**config.mk**
```make
export PLATFORM = sky130hd
export DESIGN_NAME = edit_distance_engine_unit
export DESIGN_NICKNAME = d
export VERILOG_FILES = /design/src/rtl/core/ede_pkg.sv /design/src/rtl/core/edit_distance_engine_unit.sv /design/src/rtl/core/ede_cell.sv /design/src/rtl/core/ede_store.sv /design/src/rtl/core/ede_seq.sv
export SDC_FILE = /design/constraint.sdc
export NUM_CORES = 1
export LEC_CHECK = 0
export BUFFER_PORTS_ARGS = -buffer_cell sky130_fd_sc_hd__buf_4
export CAP_MARGIN = 20
export CORE_MARGIN = 2
export CORE_UTILIZATION = 35
export CTS_CLUSTER_DIAMETER = 80
export DETAILED_ROUTE_END_ITERATION = 6
export SLEW_MARGIN = 20
export SYNTH_ARGS = -nofsm -noshare
export SYNTH_HDL_FRONTEND = slang
export SYNTH_SLANG_ARGS = --single-unit
```
**constraint.sdc**
```tcl
create_clock -name clk -period 17.7 [get_ports clk]
set_input_delay 0 -clock clk [delete_from_list [all_inputs] [get_ports clk]]
set_output_delay 0 -clock clk [all_outputs]
set_load 0.02 [all_outputs]
```
**src/rtl/core/ede_pkg.sv**
```systemverilog
`default_nettype none
package ede_pkg;

  localparam int MAX_LEN_DEF = 64;
  localparam int CHAR_W      = 8;
  localparam int DIST_W      = 7;

  typedef enum logic [1:0] {
    CMD_APPEND_A = 2'd0,
    CMD_PROC_B   = 2'd1,
    CMD_FINISH   = 2'd2
  } ede_cmd_t;

  typedef enum logic [1:0] {
    ST_IDLE,
    ST_ROW,
    ST_FIN
  } ede_state_t;

  typedef struct packed {
    logic [1:0]        command;
    logic [CHAR_W-1:0] char_value;
  } ede_in_t;

  typedef struct packed {
    logic [DIST_W-1:0] distance;
    logic              too_long;
  } ede_out_t;

  typedef struct packed {
    logic a_we;
    logic row_we;
  } ede_wr_en_t;

endpackage
`default_nettype wire

```
**src/rtl/core/edit_distance_engine_unit.sv**
```systemverilog
`default_nettype none
// levenshtein edit distance between two byte strings of up to MAX_LEN chars
// a request is taken at a clock edge with start high and busy low
// commands: append a char to string a, process a char of string b, finish
// append a: busy stays low; ignored once string b has begun
// process b: one stored a char per cycle while busy, set by the single cell
//   unit stepping along the row memory; busy stays low when a is empty or b is full
// finish: the block goes busy, then the result sits on out_res in the next cycle
// out_strobe is high for exactly one cycle with the result on out_res;
//   the receiver cannot stall, so it must take it in that cycle
// chars beyond MAX_LEN in either string are dropped and too_long is set
// finish clears lengths and flag for the next pair of strings
// reset clears the sequencer and counters only; the char and row memories
//   need no clearing since only entries already loaded are ever used
module edit_distance_engine_unit
  import ede_pkg::*;
#(
  parameter int MAX_LEN = MAX_LEN_DEF
) (
  input  wire logic     clk,
  input  wire logic     rst_n,
  input  wire logic     start,
  input  wire ede_in_t  in_req,
  output logic          busy,
  output logic          out_strobe,
  output ede_out_t      out_res
);

  localparam int AW = (MAX_LEN > 1) ? $clog2(MAX_LEN) : 1;
  localparam int CW = $clog2(MAX_LEN + 1);

  ede_wr_en_t        wr_en;
  logic [AW-1:0]     wr_addr;
  logic [CHAR_W-1:0] a_wdata;
  logic [CW-1:0]     row_wdata;
  logic [AW-1:0]     rd_addr;
  logic [CHAR_W-1:0] a_q;
  logic [CW-1:0]     row_q;

  ede_store #(.MAX_LEN(MAX_LEN), .AW(AW), .CW(CW)) u_store (
    .clk       (clk),
    .wr_en     (wr_en),
    .wr_addr   (wr_addr),
    .a_wdata   (a_wdata),
    .row_wdata (row_wdata),
    .rd_addr   (rd_addr),
    .a_q       (a_q),
    .row_q     (row_q)
  );

  ede_seq #(.MAX_LEN(MAX_LEN), .AW(AW), .CW(CW)) u_seq (
    .clk        (clk),
    .rst_n      (rst_n),
    .start      (start),
    .in_req     (in_req),
    .busy       (busy),
    .wr_en      (wr_en),
    .wr_addr    (wr_addr),
    .a_wdata    (a_wdata),
    .row_wdata  (row_wdata),
    .rd_addr    (rd_addr),
    .a_q        (a_q),
    .row_q      (row_q),
    .out_strobe (out_strobe),
    .out_res    (out_res)
  );

  a_strobe_after_busy: assert property (@(posedge clk) disable iff (!rst_n)
    out_strobe |-> $past(busy))
    else $error("result strobe without a finish in progress");

  a_finish_goes_busy: assert property (@(posedge clk) disable iff (!rst_n)
    (start && !busy && (in_req.command == CMD_FINISH)) |=> busy)
    else $error("finish request did not make the block busy");

  a_single_strobe: assert property (@(posedge clk) disable iff (!rst_n)
    out_strobe |=> !out_strobe)
    else $error("result strobe held for more than one cycle");

  a_no_write_on_fin: assert property (@(posedge clk) disable iff (!rst_n)
    (busy && $past(start && !busy && (in_req.command == CMD_FINISH)))
      |-> !(wr_en.a_we || wr_en.row_we))
    else $error("store written while reporting a result");

endmodule
`default_nettype wire

```
**src/rtl/core/ede_cell.sv**
```systemverilog
`default_nettype none
module ede_cell
  import ede_pkg::*;
#(
  parameter int CW = 7
) (
  input  wire logic [CW-1:0]     up,
  input  wire logic [CW-1:0]     left,
  input  wire logic [CW-1:0]     diag,
  input  wire logic [CHAR_W-1:0] a_char,
  input  wire logic [CHAR_W-1:0] b_char,
  output logic      [CW-1:0]     cell_cost
);

  logic [CW:0] up_inc;
  logic [CW:0] left_inc;
  logic [CW:0] diag_cost;
  logic [CW:0] min_ul;
  logic [CW:0] min_all;

  always_comb begin
    up_inc    = {1'b0, up} + (CW+1)'(1);
    left_inc  = {1'b0, left} + (CW+1)'(1);
    diag_cost = {1'b0, diag} + (CW+1)'(a_char != b_char);
    min_ul    = (up_inc < left_inc) ? up_inc : left_inc;
    min_all   = (min_ul < diag_cost) ? min_ul : diag_cost;
    cell_cost = min_all[CW-1:0];
  end

endmodule
`default_nettype wire

```
**src/rtl/core/ede_store.sv**
```systemverilog
`default_nettype none
module ede_store
  import ede_pkg::*;
#(
  parameter int MAX_LEN = MAX_LEN_DEF,
  parameter int AW      = 6,
  parameter int CW      = 7
) (
  input  wire logic                  clk,
  input  wire ede_wr_en_t            wr_en,
  input  wire logic [AW-1:0]         wr_addr,
  input  wire logic [CHAR_W-1:0]     a_wdata,
  input  wire logic [CW-1:0]         row_wdata,
  input  wire logic [AW-1:0]         rd_addr,
  output logic      [CHAR_W-1:0]     a_q,
  output logic      [CW-1:0]         row_q
);

  logic [CHAR_W-1:0] a_mem   [MAX_LEN];
  logic [CW-1:0]     row_mem [MAX_LEN];

  always_ff @(posedge clk) begin
    if (wr_en.a_we) begin
      a_mem[wr_addr] <= a_wdata;
    end
    if (wr_en.row_we) begin
      row_mem[wr_addr] <= row_wdata;
    end
    a_q   <= a_mem[rd_addr];
    row_q <= row_mem[rd_addr];
  end

endmodule
`default_nettype wire

```
**src/rtl/core/ede_seq.sv**
```systemverilog
`default_nettype none
module ede_seq
  import ede_pkg::*;
#(
  parameter int MAX_LEN = MAX_LEN_DEF,
  parameter int AW      = 6,
  parameter int CW      = 7
) (
  input  wire logic              clk,
  input  wire logic              rst_n,
  input  wire logic              start,
  input  wire ede_in_t           in_req,
  output logic                   busy,
  output ede_wr_en_t             wr_en,
  output logic      [AW-1:0]     wr_addr,
  output logic      [CHAR_W-1:0] a_wdata,
  output logic      [CW-1:0]     row_wdata,
  output logic      [AW-1:0]     rd_addr,
  input  wire logic [CHAR_W-1:0] a_q,
  input  wire logic [CW-1:0]     row_q,
  output logic                   out_strobe,
  output ede_out_t               out_res
);

  ede_state_t        state_r, state_nxt;
  logic [CW-1:0]     a_len_r, a_len_nxt;
  logic [CW-1:0]     b_cnt_r, b_cnt_nxt;
  logic              ovf_r, ovf_nxt;
  logic [AW-1:0]     idx_r, idx_nxt;
  logic [CHAR_W-1:0] ch_r, ch_nxt;
  logic [CW-1:0]     diag_r, diag_nxt;
  logic [CW-1:0]     left_r, left_nxt;
  logic              out_strobe_r, out_strobe_nxt;
  ede_out_t          out_res_r, out_res_nxt;

  logic              accept;
  ede_cmd_t          cmd;
  logic [CW-1:0]     cell_cost;
  logic              last_cell;
  logic [CW-1:0]     a_last;
  logic [CW-1:0]     dist_val;
  logic [CW+DIST_W-1:0] dist_ext;

  ede_cell #(.CW(CW)) u_cell (
    .up        (row_q),
    .left      (left_r),
    .diag      (diag_r),
    .a_char    (a_q),
    .b_char    (ch_r),
    .cell_cost (cell_cost)
  );

  assign busy      = (state_r != ST_IDLE);
  assign accept    = start && !busy;
  assign cmd       = ede_cmd_t'(in_req.command);
  assign last_cell = ((CW'(idx_r) + CW'(1)) == a_len_r);
  assign a_last    = a_len_r - CW'(1);
  assign dist_val  = (a_len_r == '0) ? b_cnt_r : row_q;
  assign dist_ext  = {{DIST_W{1'b0}}, dist_val};

  always_comb begin
    state_nxt = state_r;
    unique case (state_r)
      ST_IDLE: begin
        if (accept) begin
          case (cmd)
            CMD_PROC_B: begin
              if ((b_cnt_r != CW'(MAX_LEN)) && (a_len_r != '0)) begin
                state_nxt = ST_ROW;
              end
            end
            CMD_FINISH: state_nxt = ST_FIN;
            default:    state_nxt = ST_IDLE;
          endcase
        end
      end
      ST_ROW: begin
        if (last_cell) begin
          state_nxt = ST_IDLE;
        end
      end
      ST_FIN:  state_nxt = ST_IDLE;
      default: state_nxt = ST_IDLE;
    endcase
  end

  always_comb begin
    wr_en          = '0;
    wr_addr        = a_len_r[AW-1:0];
    a_wdata        = in_req.char_value;
    row_wdata      = a_len_r + CW'(1);
    rd_addr        = '0;
    a_len_nxt      = a_len_r;
    b_cnt_nxt      = b_cnt_r;
    ovf_nxt        = ovf_r;
    idx_nxt        = idx_r;
    ch_nxt         = ch_r;
    diag_nxt       = diag_r;
    left_nxt       = left_r;
    out_strobe_nxt = 1'b0;
    out_res_nxt    = out_res_r;
    unique case (state_r)
      ST_IDLE: begin
        if (accept) begin
          case (cmd)
            CMD_APPEND_A: begin
              if (b_cnt_r == '0) begin
                if (a_len_r == CW'(MAX_LEN)) begin
                  ovf_nxt = 1'b1;
                end else begin
                  wr_en.a_we   = 1'b1;
                  wr_en.row_we = 1'b1;
                  a_len_nxt    = a_len_r + CW'(1);
                end
              end
            end
            CMD_PROC_B: begin
              if (b_cnt_r == CW'(MAX_LEN)) begin
                ovf_nxt = 1'b1;
              end else if (a_len_r == '0) begin
                b_cnt_nxt = b_cnt_r + CW'(1);
              end else begin
                ch_nxt   = in_req.char_value;
                diag_nxt = b_cnt_r;
                left_nxt = b_cnt_r + CW'(1);
                idx_nxt  = '0;
                rd_addr  = '0;
              end
            end
            CMD_FINISH: rd_addr = a_last[AW-1:0];
            default: ;
          endcase
        end
      end
      ST_ROW: begin
        wr_en.row_we = 1'b1;
        wr_addr      = idx_r;
        row_wdata    = cell_cost;
        diag_nxt     = row_q;
        left_nxt     = cell_cost;
        idx_nxt      = idx_r + AW'(1);
        rd_addr      = idx_r + AW'(1);
        if (last_cell) begin
          b_cnt_nxt = b_cnt_r + CW'(1);
        end
      end
      ST_FIN: begin
        out_strobe_nxt       = 1'b1;
        out_res_nxt.distance = dist_ext[DIST_W-1:0];
        out_res_nxt.too_long = ovf_r;
        a_len_nxt            = '0;
        b_cnt_nxt            = '0;
        ovf_nxt              = 1'b0;
      end
      default: ;
    endcase
  end

  always_ff @(posedge clk) begin
    if (!rst_n) begin
      state_r      <= ST_IDLE;
      a_len_r      <= '0;
      b_cnt_r      <= '0;
      ovf_r        <= 1'b0;
      idx_r        <= '0;
      out_strobe_r <= 1'b0;
    end else begin
      state_r      <= state_nxt;
      a_len_r      <= a_len_nxt;
      b_cnt_r      <= b_cnt_nxt;
      ovf_r        <= ovf_nxt;
      idx_r        <= idx_nxt;
      out_strobe_r <= out_strobe_nxt;
    end
  end

  always_ff @(posedge clk) begin
    ch_r      <= ch_nxt;
    diag_r    <= diag_nxt;
    left_r    <= left_nxt;
    out_res_r <= out_res_nxt;
  end

  assign out_strobe = out_strobe_r;
  assign out_res    = out_res_r;

endmodule
`default_nettype wire
```
* After elaboration in Yosys (flattened, before gate mapping)
Memory sizes are Yosys's and may differ from the RTL's. A register that Yosys moved wholly into a read port is not among the register bits. Index checks and enable logic that the tools add are counted. Widths: inputs -> output; s select.
Cells by class: mux-type cells 56, magnitude comparators 2, eq/ne operators 23, bitwise operators 2, reductions and logical operators 18, $add $sub $neg 8
Operators with widths (count):
- $mux 7 | 20
- $mux 6 | 7
- $pmux 7 s2 | 3
- $pmux 6 s2 | 2
- $pmux 7 s3 | 1
- $add 7x1->8 const B | 2
- $lt 8x8->1 | 2
- $reduce_and 5->1 | 3
- $add 7x1->7 const B | 2
- $eq 7x7->1 const B | 2
- $logic_not 7->1 | 2
- $mux 2 | 7
- $ne 3x2->1 const B | 4
- $reduce_and 6->1 | 2
- $mux 1 | 10
- $ne 2x2->1 const B | 5
- $add 7x1->8 | 1
- $mux 8 | 1
- $ne 2x1->1 const B | 4
- $ne 8x8->1 | 1
- $pmux 2 s2 | 2
- $add 6x1->7 const B | 1
- $eq 7x7->1 | 1
- $ne 7x7->1 const B | 1
- other kinds (14) | 23
Word-level totals: RAM bits 960, bits of input ports 13, word-level logic and storage cells 122, memories 2, bits in registers 54, output and inout bits 10
Memory list:
- u_store.a_mem | depth 64, width 8, read ports 1, clocked after Yosys merged registers in 1, write ports 1, line ede_store.sv:19 | logic [CHAR_W-1:0] a_mem [MAX_LEN];
- u_store.row_mem | depth 64, width 7, read ports 1, clocked after Yosys merged registers in 1, write ports 1, line ede_store.sv:20 | logic [CW-1:0] row_mem [MAX_LEN];

* Longest topological paths before layout
depth in word-level cells 8, gate-level depth with buffers 22, gate-level depth less buffers 21

* Cells and area by module
From an unflattened synthesis, not the netlist that was laid out.
Second synthesis, totals: cell total of the unflattened synthesis 2209, area total of the unflattened synthesis 41760.1 um^2
Modules (own cells, without submodules):
- ede_store | instances 1, cells each 1738, area each 37639.8 um^2, seq. area each 29127.9 um^2
- ede_seq | instances 1, cells each 344, area each 3140.5 um^2, seq. area each 1381.3 um^2
- ede_cell | instances 1, cells each 127, area each 979.7 um^2, seq. area each 0.0 um^2

* Least setup slack after synthesis
OpenSTA, ideal clock, no wires.
path kind register to register, from register u_seq.left_r[0], to memory u_store.row_mem[0][1], data pin, data required time 16.998 ns, path slack 10.388 ns, period minus slack after synthesis 7.312 ns, data arrival time 6.611 ns, buffers on the path 1, stages on the path, launching flop included 22, setup time 0.702 ns, cell sequence edfxtp_1 ha_1 and3_1 nand3_1 xor2_1 ha_1 a21oi_1 nor2b_1 o211ai_1 a31oi_1 or2_2 buf_2 mux2i_1 ha_1 a21o_1 a21o_1 a221oi_1 nand3_1 or3_1 nand3_2 mux2i_1 o21ai_0
On the way: word-level cells in the longest chain between the ends 6
RTL lines:
- start, declared | line ede_seq.sv:32 | logic [CW-1:0] left_r, left_nxt;
- start signal, assigned | line ede_seq.sv:180 | left_r <= left_nxt;
- $add 7x1->8 * | line ede_cell.sv:23 | left_inc = {1'b0, left} + (CW+1)'(1);
- $lt 8x8->1 | line ede_cell.sv:25 | min_ul = (up_inc < left_inc) ? up_inc : left_inc;
- $mux 8 * | line ede_cell.sv:25
- $lt 8x8->1 | line ede_cell.sv:26 | min_all = (min_ul < diag_cost) ? min_ul : diag_cost;
- $mux 7 * | line ede_cell.sv:26
- $mux 7 * | line ede_seq.sv:102 | unique case (state_r)
- via row_wdata[1] | line edit_distance_engine_unit.sv:35 | logic [CW-1:0] row_wdata;
- end, declared | line ede_store.sv:20
Mark *: on every way through the listed nets, which the timed path passes. The rest lies on a longest branch.

* Worst setup path in the final report
from register u_store.row_q[0] (read register of u_store.row_mem), to memory u_store.row_mem[31][6], data pin
On the way: word-level cells in the longest chain between the ends 6
RTL lines:
- start, declared | line ede_store.sv:16 | output logic [CW-1:0] row_q
- $add 7x1->8 * | line ede_cell.sv:22 | up_inc = {1'b0, up} + (CW+1)'(1);
- $lt 8x8->1 | line ede_cell.sv:25
- $mux 8 * | line ede_cell.sv:25
- $lt 8x8->1 | line ede_cell.sv:26
- $mux 7 * | line ede_cell.sv:26
- $mux 7 * | line ede_seq.sv:102
- via row_wdata[6] | line edit_distance_engine_unit.sv:35
Marked as above.

==> impl_results.md <==
- Max-cap violations: 0
- RSZ-0062 raised after global routing: no
- Clk sinks: 1,029
- Worst reg-to-reg path cell count: 22
- Die Ht: 354 um
- Post-synthesis sequential area ratio: 71.0%
- Vias per cell: 5.21
- Mux contribution to synthesized area: 0.565%
- Worst slew pin tran: 1100 ps
- Root Driver: clkbuf_16
- H-tree Lvls: 3
- Top Ports: 23
- Starting Density: 35.3%
- PwrDens: 110 nW/um^2
- Area of the multi-input gates: 11,500 sq um
- Crit share post-route: 33.4%
- CP endpoint: u_store.row_mem[31][6]
- Xor-xnor portion of the synthesized cell area: 0.917%
- Number of setup violations in the final report: 0
- Main combinational cell family by area after synthesis: simple AND/OR/NAND/NOR gates
- Max transition margin: 27.0%
- Final Max Tran Viols: 0
- Commonest cells after routing, fill and taps aside: nand2_1 (1,042), edfxtp_1 (990), nand3_1 (634), nor2_1 (162), clkbuf_16 (110)
- Met1 wire length: 48,200 um
- Pleak: 0.0166 uW
- Asr flop ratio synth: 0%
- Uppermost layer routed: met5
- CTS clk-pin slew, worst paths: 60 ps
- Die ar.: 126,000 sq um
- First-pass GRT wire length: 165,000 um
- Post-CTS Resized: 0
- Gate Count Post-Synth: 3,601
- # nets final: 3,586
- Status: finished clean
- Initial antenna violation count: 2
- Synth warnings: 0
- Die width: 354 um
- Fillers: 11,365
- Avg Inst Size Synth: 11.9 sq um
- Commonest non-fill, non-tap cell in the layout: nand2_1
- DRT iter0 DRCs: 2,821
- Maximum fanout along the worst path: 64
- Fin. Hold Viols: 0
- GPL Wtd Cong: 0.831
- R2R Path Start: u_store.row_q[0]
- Post-Synth Adder-Cell Area: 0.757%
- Post-Layout Cell Count: 5,261
- Critical path origin: u_store.row_q[0]
- Routed wl met3: 7180 um
- Reg2reg setup slack: 11,790 ps
- Post-synthesis compound-gate area fraction: 3.82%
- Overflow after GRT: 0
- Post-layout minimum cycle time: 5910 ps
- Post-route setup TNS: 0 ps
- Reg2Reg Capture Point: u_store.row_mem[31][6]
- Synth Flop Type: edfxtp_1
- #FFs+latches synth: 1,029
- FF/Latch Area: 30,500 sq um
- Vias: 27,433
- Max clock buf depth: 3
- Area grow syn2layout: 12.1%
- Count of cell types in the netlist: 67
- Initial DRT Pass Iterations: 6
- Number of antenna diodes: 0
- Critical path endpoint category: flop
- Final ANT Viol Nets: 0
- Met2 WL post-DR: 50,500 um
- Fin util: 39.5%
- Worst Hold Class: primary input to flop
- Fraction of the mapped netlist area in simple logic gates: 20.3%
- CP arrival: 6200 ps
- Peak VDD IR: 0.0733 mV
- Largest net degree at the start of global routing: 179
- Syn nets: 3,640
- DR WL/cell: 20.7 um
- Inst Count DP: 5,049
- DP HPWL: 60,800 um
- DRC viols: 0
- Data required, critical path: 17,990 ps
- Number of synthesized flops with an enable pin: 990
- Clock Latency Late Sink: 680 ps
- GR Util All Layers: 17.0%
- Routed WL: 109,000 um
- Port bufs: 22
- Clock Skews: 26.9 ps
- Post-Syn Area: 43,000 sq um
- Core area: 122,000 sq um
- Crit Path Class: flop to flop
- Crit start category: flop
- Share of layout cells above drive strength 1: 7.43%
- CTS tree: yes
- Vias in the first global route: 26,194
- Fmax: 169 MHz
- Site row count: 128
- CTS Buf Count: 104
worst max-delay path, stage by stage, from the launching register on:
cell and delay, ps:
dfxtp_1 460, ha_1 230, nand3_1 120, nor2_1 160, xnor2_1 160, inv_1 70, ha_1 180, a21oi_1 250
nor2b_1 190, o211ai_1 120, a31oi_1 260, or2_2 310, mux2i_1 320, ha_1 300, a21o_1 160, a21o_1 170
a221oi_1 440, nand3_1 120, or3_1 330, nand3_2 210, mux2i_1 440, a21oi_4 90, buf_4 300
cell usage after synthesis, types with 3 or more instances:
cell type | instances | area, sq um
nand2_1 | 1047 | 3930
o2111a_1 | 15 | 169
and2_1 | 8 | 50.1
ha_1 | 26 | 325
nand4_1 | 33 | 206
a21oi_1 | 23 | 115
or3_1 | 4 | 25.0
o22ai_1 | 5 | 31.3
clkbuf_1 | 84 | 315
a211oi_2 | 14 | 175
mux2i_1 | 13 | 130
xor2_1 | 33 | 289
a32o_1 | 5 | 50.1
buf_2 | 117 | 586
a21boi_0 | 5 | 37.5
a31oi_1 | 32 | 200
nor2b_1 | 8 | 50.1
nor3_1 | 8 | 40.0
a21o_1 | 6 | 45.0
xnor2_1 | 12 | 105
buf_1 | 24 | 90.1
o31ai_1 | 3 | 22.5
o21ai_1 | 6 | 30.0
and3_1 | 57 | 357
o22a_1 | 3 | 26.3
buf_4 | 9 | 67.6
inv_1 | 22 | 82.6
nor4_1 | 3 | 18.8
o21ai_0 | 57 | 285
dfxtp_1 | 39 | 781
nand3b_1 | 5 | 37.5
mux2_2 | 10 | 113
nor3b_1 | 6 | 45.0
a311oi_1 | 30 | 263
nand3_1 | 634 | 3170
nand2b_1 | 6 | 37.5
nor2_1 | 164 | 616
edfxtp_1 | 990 | 29700
worst min path at each step:
| stage | startpoint | to | slack [ps] | depth (start not counted) |
|---|---|---|---|---|
| 3_3_place_gp | rst_n | u_seq.ovf_r | 410 | 2 |
| 6_report | rst_n | u_seq.a_len_r[5] | 290 | 3 |
| 4_1_cts | rst_n | u_seq.a_len_r[4] | 250 | 3 |
| 5_1_grt | rst_n | u_seq.a_len_r[4] | 290 | 3 |
| 3_5_place_dp | rst_n | u_seq.ovf_r | 410 | 2 |
| 2_1_floorplan | in_req[0] | u_seq.ch_r[0] | 100 | 0 |
per-layer routing:
| layer | GRT usage [%] | vias up |
|---|---|---|
| li1 | - | 12831 |
| met1 | 24.2 | 13436 |
| met2 | 26.8 | 1000 |
| met3 | 2.32 | 164 |
| met4 | 5.36 | 2 |
| met5 | 0 | - |
timing repair:
action	in CTS	in global routing
endpoints found under the hold margin	544	0
hold buffers	16	0
buffers inserted	0	0
layout make-up:
cell class,count,share of cell area [%]
sequential,1029,63.3
multi-input combinational,2315,23.9
clock buffer,136,6.00
tap,1625,4.22
timing repair buffer,75,1.33
clock inverter,59,1.10
inverter,22,0.171
state kept, by name (all words and copies together), names as in the netlist, 2 cells and up:
register and count:
u_seq.a_len_r 7, u_seq.b_cnt_r 7, u_seq.ch_r 8, u_seq.diag_r 7, u_seq.idx_r 6, u_seq.left_r 7, u_seq.out_res 8, u_seq.state_r 2
u_store.a_mem 512, u_store.a_q 8, u_store.row_mem 448, u_store.row_q 7
logic make-up (layout without fill, tap and decap cells):
kind of cell,count (synthesis),after routing
adders and majority gates,26,26
and+or+nand+nor,1996,1996
DFF,1029,1029
muxes,23,23
buffers and inverters,257,292
AOI/OAI and AO/OA,225,225
xor gates and xnor gates,45,45
per-stage QoR:
stage / setup slack [ps] / hold WS [ps] / cell area, sq um / power [uW]
final: 11790 / 287 / 48200 / 5280
after global routing: 11360 / 294 / 48200 / 5440
after CTS: 11860 / 248 / 48200 / 5310
after detailed placement: 11930 / 414 / 44600 / 3120
after global placement: 11960 / 407 / 44600 / 3110
after floorplan: 10390 / 98.9 / 43000 / 2980
where the power goes:
| part | total (uW) | internal (uW) | switching, uW |
|---|---|---|---|
| clock | 2210 | 1290 | 924 |
| combinational | 375 | 103 | 272 |
| sequential | 2690 | 2680 | 9.36 |
| total | 5280 | 4080 | 1210 |
Note: power is estimated with default switching activity, not from simulation.
